===== config.mk =====
export PLATFORM = sky130hd
export DESIGN_NAME = button_debounce_auto_repeat_core
export DESIGN_NICKNAME = d
export VERILOG_FILES = /design/src/rtl/bdar_pkg.sv /design/src/rtl/bdar_button.sv /design/src/rtl/button_debounce_auto_repeat_core.sv
export SDC_FILE = /design/constraint.sdc
export NUM_CORES = 1
export LEC_CHECK = 0
export BUFFER_PORTS_ARGS = -buffer_cell sky130_fd_sc_hd__buf_2
export CAP_MARGIN = 10
export CORE_ASPECT_RATIO = 0.5
export CORE_UTILIZATION = 58
export CTS_BUF_LIST = sky130_fd_sc_hd__clkbuf_4 sky130_fd_sc_hd__clkbuf_8
export CTS_CLUSTER_SIZE = 30
export DETAILED_ROUTE_END_ITERATION = 6
export GPL_ROUTABILITY_DRIVEN = 0
export HOLD_SLACK_MARGIN = 0.1
export PLACE_DENSITY = 0.85
export SYNTH_ARGS = -nofsm -noshare
export SYNTH_HDL_FRONTEND = slang
export SYNTH_SLANG_ARGS = --single-unit

===== constraint.sdc =====
create_clock -name clk -period 5.31 [get_ports clk]
set_input_delay 0 -clock clk [delete_from_list [all_inputs] [get_ports clk]]
set_output_delay 0 -clock clk [all_outputs]
set_load 0.005 [all_outputs]

===== src/rtl/bdar_pkg.sv =====
`default_nettype none

package bdar_pkg;

	localparam int NUM_BUTTONS = 2;
	localparam int IDX_W = 1;
	localparam int DELAY_W = 8;

	localparam logic [DELAY_W-1:0] INITIAL_DELAY_RESET = 8'd100;
	localparam logic [DELAY_W-1:0] REPEAT_DELAY_RESET = 8'd10;

	localparam logic LEVEL_PRESSED = 1'b0;
	localparam logic LEVEL_RELEASED = 1'b1;

	localparam logic CMD_SAMPLE = 1'b0;
	localparam logic CMD_POLL = 1'b1;

	localparam int REG_SEL_W = 1;
	localparam logic [REG_SEL_W-1:0] REG_INITIAL_DELAY = 1'b0;
	localparam logic [REG_SEL_W-1:0] REG_REPEAT_DELAY = 1'b1;

	typedef struct packed {
		logic command;
		logic [NUM_BUTTONS-1:0] pin_levels;
		logic [IDX_W-1:0] button_index;
	} req_t;

	typedef struct packed {
		logic [NUM_BUTTONS-1:0] pressed_flags;
		logic step_event;
	} rsp_t;

	typedef struct packed {
		logic sample;
		logic poll;
		logic level;
	} cell_ctl_t;

	typedef struct packed {
		logic [DELAY_W-1:0] initial_delay;
		logic [DELAY_W-1:0] repeat_delay;
	} delays_t;

endpackage

`default_nettype wire


===== src/rtl/bdar_button.sv =====
`default_nettype none

module bdar_button (
	input  wire logic                clk,
	input  wire logic                arst_n,
	input  wire bdar_pkg::cell_ctl_t ctl,
	input  wire bdar_pkg::delays_t   delays,
	output logic                     pressed_next,
	output logic                     step_event
);

	logic                         newer_q;
	logic                         older_q;
	logic                         stable_q;
	logic                         flag_q;
	logic [bdar_pkg::DELAY_W-1:0] count_q;

	logic                         stable_d;
	logic                         flag_d;
	logic [bdar_pkg::DELAY_W-1:0] count_d;
	logic                         agree;
	logic                         held;

	assign agree = (ctl.level == newer_q);
	assign held = (stable_q == bdar_pkg::LEVEL_PRESSED);

	always_comb begin
		stable_d = stable_q;
		flag_d = flag_q;
		count_d = count_q;
		step_event = 1'b0;
		if (ctl.sample && agree) begin
			if (stable_q != ctl.level) begin
				stable_d = ctl.level;
				if (ctl.level == bdar_pkg::LEVEL_PRESSED) begin
					flag_d = 1'b1;
					count_d = delays.initial_delay;
				end
			end else if (held && count_q != '0) begin
				count_d = count_q - {{(bdar_pkg::DELAY_W-1){1'b0}}, 1'b1};
			end
		end else if (ctl.poll) begin
			if (flag_q) begin
				flag_d = 1'b0;
				step_event = 1'b1;
			end else if (held && count_q == '0) begin
				count_d = delays.repeat_delay;
				step_event = 1'b1;
			end
		end
	end

	assign pressed_next = (stable_d == bdar_pkg::LEVEL_PRESSED);

	always_ff @(posedge clk or negedge arst_n) begin
		if (!arst_n) begin
			newer_q <= bdar_pkg::LEVEL_RELEASED;
			older_q <= bdar_pkg::LEVEL_RELEASED;
			stable_q <= bdar_pkg::LEVEL_RELEASED;
			flag_q <= 1'b0;
			count_q <= '0;
		end else begin
			if (ctl.sample) begin
				older_q <= newer_q;
				newer_q <= ctl.level;
			end
			stable_q <= stable_d;
			flag_q <= flag_d;
			count_q <= count_d;
		end
	end

	assert property (@(posedge clk) disable iff (!arst_n)
		ctl.sample && !ctl.poll |-> !step_event)
		else $error("step event on a sample");

	assert property (@(posedge clk) disable iff (!arst_n)
		ctl.sample |=> older_q == $past(newer_q))
		else $error("sample history did not shift");

	assert property (@(posedge clk) disable iff (!arst_n)
		!ctl.sample && !ctl.poll |=> $stable(stable_q) && $stable(count_q) && $stable(flag_q))
		else $error("button state changed without a request");

endmodule

`default_nettype wire


===== src/rtl/button_debounce_auto_repeat_core.sv =====
`default_nettype none

// Channel   Direction  Handshake              Payload
// in        input      in_valid / in_ready    in_data   (bdar_pkg::req_t)
// out       output     out_valid / out_ready  out_data  (bdar_pkg::rsp_t)
// config    APB        psel / penable / pready  paddr, pwdata, prdata
//
// One request per cycle while the result register is not stalled.
// The input register and the result register form a two-stage pipeline; the
// per-button state updates as a request moves into the result register.
// A stalled result holds the pipeline; in_ready drops only when both stages are full.
// Reset releases all buttons, clears press flags and hold counters, and loads
// the delay registers with 100 and 10.

module button_debounce_auto_repeat_core (
	input  wire logic             clk,
	input  wire logic             arst_n,
	input  wire logic             in_valid,
	output logic                  in_ready,
	input  wire bdar_pkg::req_t   in_data,
	output logic                  out_valid,
	input  wire logic             out_ready,
	output bdar_pkg::rsp_t        out_data,
	input  wire logic             psel,
	input  wire logic             penable,
	input  wire logic             pwrite,
	input  wire logic [2:0]       paddr,
	input  wire logic [31:0]      pwdata,
	output logic [31:0]           prdata,
	output logic                  pready
);

	bdar_pkg::delays_t delays_q;
	logic              cfg_write;
	logic [bdar_pkg::REG_SEL_W-1:0] reg_sel;

	logic              valid_s1;
	bdar_pkg::req_t    req_s1;
	logic              advance;

	logic              out_valid_q;
	bdar_pkg::rsp_t    out_data_q;
	bdar_pkg::rsp_t    result;

	logic [bdar_pkg::NUM_BUTTONS-1:0] pressed_next;
	logic [bdar_pkg::NUM_BUTTONS-1:0] events;

	assign pready = 1'b1;
	assign reg_sel = paddr[2];
	assign cfg_write = psel && penable && pwrite && pready;

	always_ff @(posedge clk or negedge arst_n) begin
		if (!arst_n) begin
			delays_q.initial_delay <= bdar_pkg::INITIAL_DELAY_RESET;
			delays_q.repeat_delay <= bdar_pkg::REPEAT_DELAY_RESET;
		end else if (cfg_write) begin
			case (reg_sel)
				bdar_pkg::REG_INITIAL_DELAY: delays_q.initial_delay <= pwdata[7:0];
				bdar_pkg::REG_REPEAT_DELAY: delays_q.repeat_delay <= pwdata[7:0];
				default: ;
			endcase
		end
	end

	always_comb begin
		case (reg_sel)
			bdar_pkg::REG_INITIAL_DELAY: prdata = {24'd0, delays_q.initial_delay};
			bdar_pkg::REG_REPEAT_DELAY: prdata = {24'd0, delays_q.repeat_delay};
			default: prdata = '0;
		endcase
	end

	assign advance = valid_s1 && (!out_valid_q || out_ready);
	assign in_ready = !valid_s1 || advance;

	always_ff @(posedge clk or negedge arst_n) begin
		if (!arst_n) begin
			valid_s1 <= 1'b0;
		end else if (in_ready) begin
			valid_s1 <= in_valid;
		end
	end

	always_ff @(posedge clk) begin
		if (in_valid && in_ready) begin
			req_s1 <= in_data;
		end
	end

	for (genvar b = 0; b < bdar_pkg::NUM_BUTTONS; b++) begin : g_button
		bdar_pkg::cell_ctl_t ctl;

		assign ctl.sample = advance && (req_s1.command == bdar_pkg::CMD_SAMPLE);
		assign ctl.poll = advance && (req_s1.command == bdar_pkg::CMD_POLL)
			&& (req_s1.button_index == (bdar_pkg::IDX_W)'(b));
		assign ctl.level = req_s1.pin_levels[b];

		bdar_button u_button (
			.clk          (clk),
			.arst_n       (arst_n),
			.ctl          (ctl),
			.delays       (delays_q),
			.pressed_next (pressed_next[b]),
			.step_event   (events[b])
		);
	end

	assign result.pressed_flags = pressed_next;
	assign result.step_event = |events;

	always_ff @(posedge clk or negedge arst_n) begin
		if (!arst_n) begin
			out_valid_q <= 1'b0;
		end else if (advance) begin
			out_valid_q <= 1'b1;
		end else if (out_ready) begin
			out_valid_q <= 1'b0;
		end
	end

	always_ff @(posedge clk) begin
		if (advance) begin
			out_data_q <= result;
		end
	end

	assign out_valid = out_valid_q;
	assign out_data = out_data_q;

	assert property (@(posedge clk) disable iff (!arst_n)
		!out_valid_q |-> in_ready)
		else $error("input stalled with an empty result register");

	assert property (@(posedge clk) disable iff (!arst_n)
		valid_s1 && out_valid_q && !out_ready |-> !in_ready)
		else $error("request taken into a blocked pipeline");

	assert property (@(posedge clk) disable iff (!arst_n)
		advance && req_s1.command == bdar_pkg::CMD_SAMPLE |=> !out_data_q.step_event)
		else $error("step event reported for a sample");

	assert property (@(posedge clk) disable iff (!arst_n)
		cfg_write && reg_sel == bdar_pkg::REG_REPEAT_DELAY
		|=> delays_q.repeat_delay == $past(pwdata[7:0]))
		else $error("repeat delay write lost");

endmodule

`default_nettype wire


==> out/results.tsv <==
stage	metric	value	unit
run_status	run status	finished clean	
detailed_routing	# DRC	0	
critical_path	crit path DAT	2.93	ns
run	maxcap violations	0	
synthesis	Distinct cells, synth	49	
pwr	pwr dens	411.4	nW/um^2
timing	Fin Clk Skew	0.005091	ns
synthesis	Synth Flop Type	dfrtp_1	
timing	RSZ-0062 raised after global routing	false	
timing	Tmin final	2.747	ns
critical_path	crit-path leading delay family	simple AND/OR/NAND/NOR gates	
pwr	Peak VDD IR	0.1920	mV
synthesis	Mapped Cells	273	
global_route	vias in the first global route	2023	
synthesis	synthesis-stage register bit count	47	
cts	worst-case clock buffer depth	2	
timing	f_max	364.0	MHz
finish	layout cells sized above 1	28.57	%
detailed_routing	Detailed Routing Iterations Pass 1	4	
detailed_routing	vias per cell	5.536	
cts	clock sink count	47	
critical_path	crit path kind	flip-flop to flip-flop	
cts	clk_lat worst skew	0.30	ns
critical_path	slack of the worst reg-to-reg path	2.56	ns
cts	Post-CTS Resized	0	
timing	pins over their slew limit	0	
timing	period utilisation layout	51.73	%
timing	post-route setup slack	2.563	ns
die	core area	4552	sq um
synthesis	FFs w/ async S/R, synth	85.11	%
critical_path	Worst Setup SP	g_button[1].u_button.newer_q	
cts	cts hold-fix bufs	16	
critical_path	CP Launch Type	flip-flop	
timing	worst-margin pin slew	0.8870	ns
finish	Final #Nets	373	
placed_design	port bufs	32	
global_route	first-pass GRT wire length	9.770	mm
finish	Antenna Cells	0	
die	row cnt	17	
synthesis	area leader, netlist	dfrtp_1	
critical_path	Worst path slowest cell	dfstp_2	
cts	clock root cell	clkbuf_8	
worst_hold_path	Hold WC Path Type	input pin to asynchronous set/reset pin	
cts	setup bufs post-CTS	0	
detailed_routing	DR vias	2148	
die	Die ar.	5225	sq um
timing	setup TNS	0	ns
synthesis	synth warn	0	
cts	CTS Buf Count	5	
synthesis	Post-synth EDFFs	7	
detailed_routing	Final ANT Viol Nets	0	
synthesis	largest cells by area after synthesis	dfrtp_1 (27%), mux2_2 (11%), dfstp_2 (8.3%)	
global_route	largest net degree at the start of global routing	41	
die	die width	101.2	microns
placed_design	pre-CTS setup slack	2.592	ns
global_route	total global-route track usage	24.91	%
detailed_routing	WL per Instance	14.85	microns
placed_design	Detailed Place HPWL	4.014	mm
critical_path	CP Capture Type	flip-flop	
cts	CTS HTree Levels	2	
cts	CTS tree	built	
synthesis	Syn Area/Cell	10.46	sq um
critical_path	crit-path max FO	17	
timing	slew margin rel.	40.87	%
detailed_routing	drt initial violations	76	
timing	Final setup violation count	0	
synthesis	register area share after synthesis	42.81	%
finish	commonest non-fill, non-tap cell in the layout	buf_2	
finish	most frequent cells in the layout	buf_2 (32), dfrtp_1 (31), mux2_2 (28)	
die	Die Y	51.62	microns
global_route	initial antenna violation count	0	
die	Initial Util	62.73	%
synthesis	post-synthesis cell area	2855	sq um
cts	clock-pin slew of the registers on the worst-case setup and hold paths	0.09	ns
global_route	gr ovfl total	0	
critical_path	worst r2r src	g_button[1].u_button.newer_q	
detailed_routing	drt total wl	5.761	mm
critical_path	critical-path cell list	xnor2_1 -> nand4_1 -> or2_2 -> o22ai_2 -> mux2_2	
critical_path	CP max stage delay	0.59	ns
pwr	LEAKAGE	1.514	nW
finish	Layout area overhead	13.23	%
critical_path	crit path buf inv count	0	
timing	Hold Violations, Final	0	
synthesis	Synth top area share	27.17	%
critical_path	CP required	5.50	ns
die	I/O pin count	84	
[layer usage]
layer  global-route usage, %  part of all wire [%]  vias up
li1                        -                     -     1015
met1                   31.88                    44     1042
met2                   44.56                    49       80
met3                   3.763                   5.1       11
met4                   7.246                   1.5        0
met5                       0                     0        -
[area by class of cell]
cell class                 instances  area, sq um
clock inverter                     1        5.005
timing repair buffer              48        320.3
multi-input combinational        203         1453
sequential                        47         1222
fill                             326         1319
tap                               66        82.58
inverter                          16        60.06
clock buffer                       7        90.09
[through the flow]
stage          cells  utilization (%)  cell area, sq um  power [mW]  hold slack [ns]
5_1_grt          388            71.03              3233       1.425           0.4061
4_1_cts          388            71.03              3233       1.325           0.3758
6_report         388            71.03              3233       1.330           0.3555
3_5_place_dp     364            65.42              2978       1.086           0.1729
2_1_floorplan    296                -              2942      0.9664          -0.2956
3_3_place_gp     364            65.42              2978       1.058           0.1591
[sequential cells by signal, indices dropped and copies added (netlist names)]
signal	flops
delays_q	16
req_s1	2
g_button.u_button.newer_q	2
valid_s1	1
out_data	3
g_button.u_button.count_q	16
g_button.u_button.flag_q	2
g_button.ctl	2
g_button.u_button.stable_q	2
out_valid	1
[where the power goes]
part	switching (mW)	internal (mW)
logic	0.233	0.250
clock network	0.119	0.110
registers	0.131	0.487
total	0.483	0.847
[cell usage after synthesis (3+ instances only)]
library cell  number
nand2b_1           3
o21ai_0           10
a211oi_1           5
clkbuf_1           4
dfstp_2            9
xnor2_1            7
edfxtp_1           7
or4_1              3
dfrtp_1           31
buf_4             25
mux2i_1           14
ha_1               6
or3_1              5
inv_1             16
mux2_4             3
mux2_2            28
a21oi_1            9
xor2_1             3
nor3_1             4
nand2_1           19
nand4_1            3
nor2_1            20
[final timing paths]
path,to,cells after the start
setup / recovery,g_button[1].u_button.count_q[6],5
hold / removal,g_button[1].u_button.count_q[4],2
setup reg to reg,g_button[1].u_button.count_q[6],5
hold reg to reg,g_button[0].u_button.newer_q,2
max in group asynchronous,g_button[0].u_button.count_q[0],2
min in group clk,delays_q[4],3
[logic make-up (layout without fill, tap and decap cells)]
kind of cell | after synthesis | count (layout) | synth area share, %
AOI/OAI and AO/OA | 44 | 44 | 11.04
other | 2 | 25 | 0.2630
buffers and inverters | 46 | 72 | 9.334
and+or+nand+nor | 73 | 73 | 13.32
DFF | 47 | 47 | 42.81
xor gates and xnor gates | 10 | 10 | 3.068
adders and majority gates | 6 | 6 | 2.629
muxes | 45 | 45 | 17.53
(Power assumes the default switching activity.)
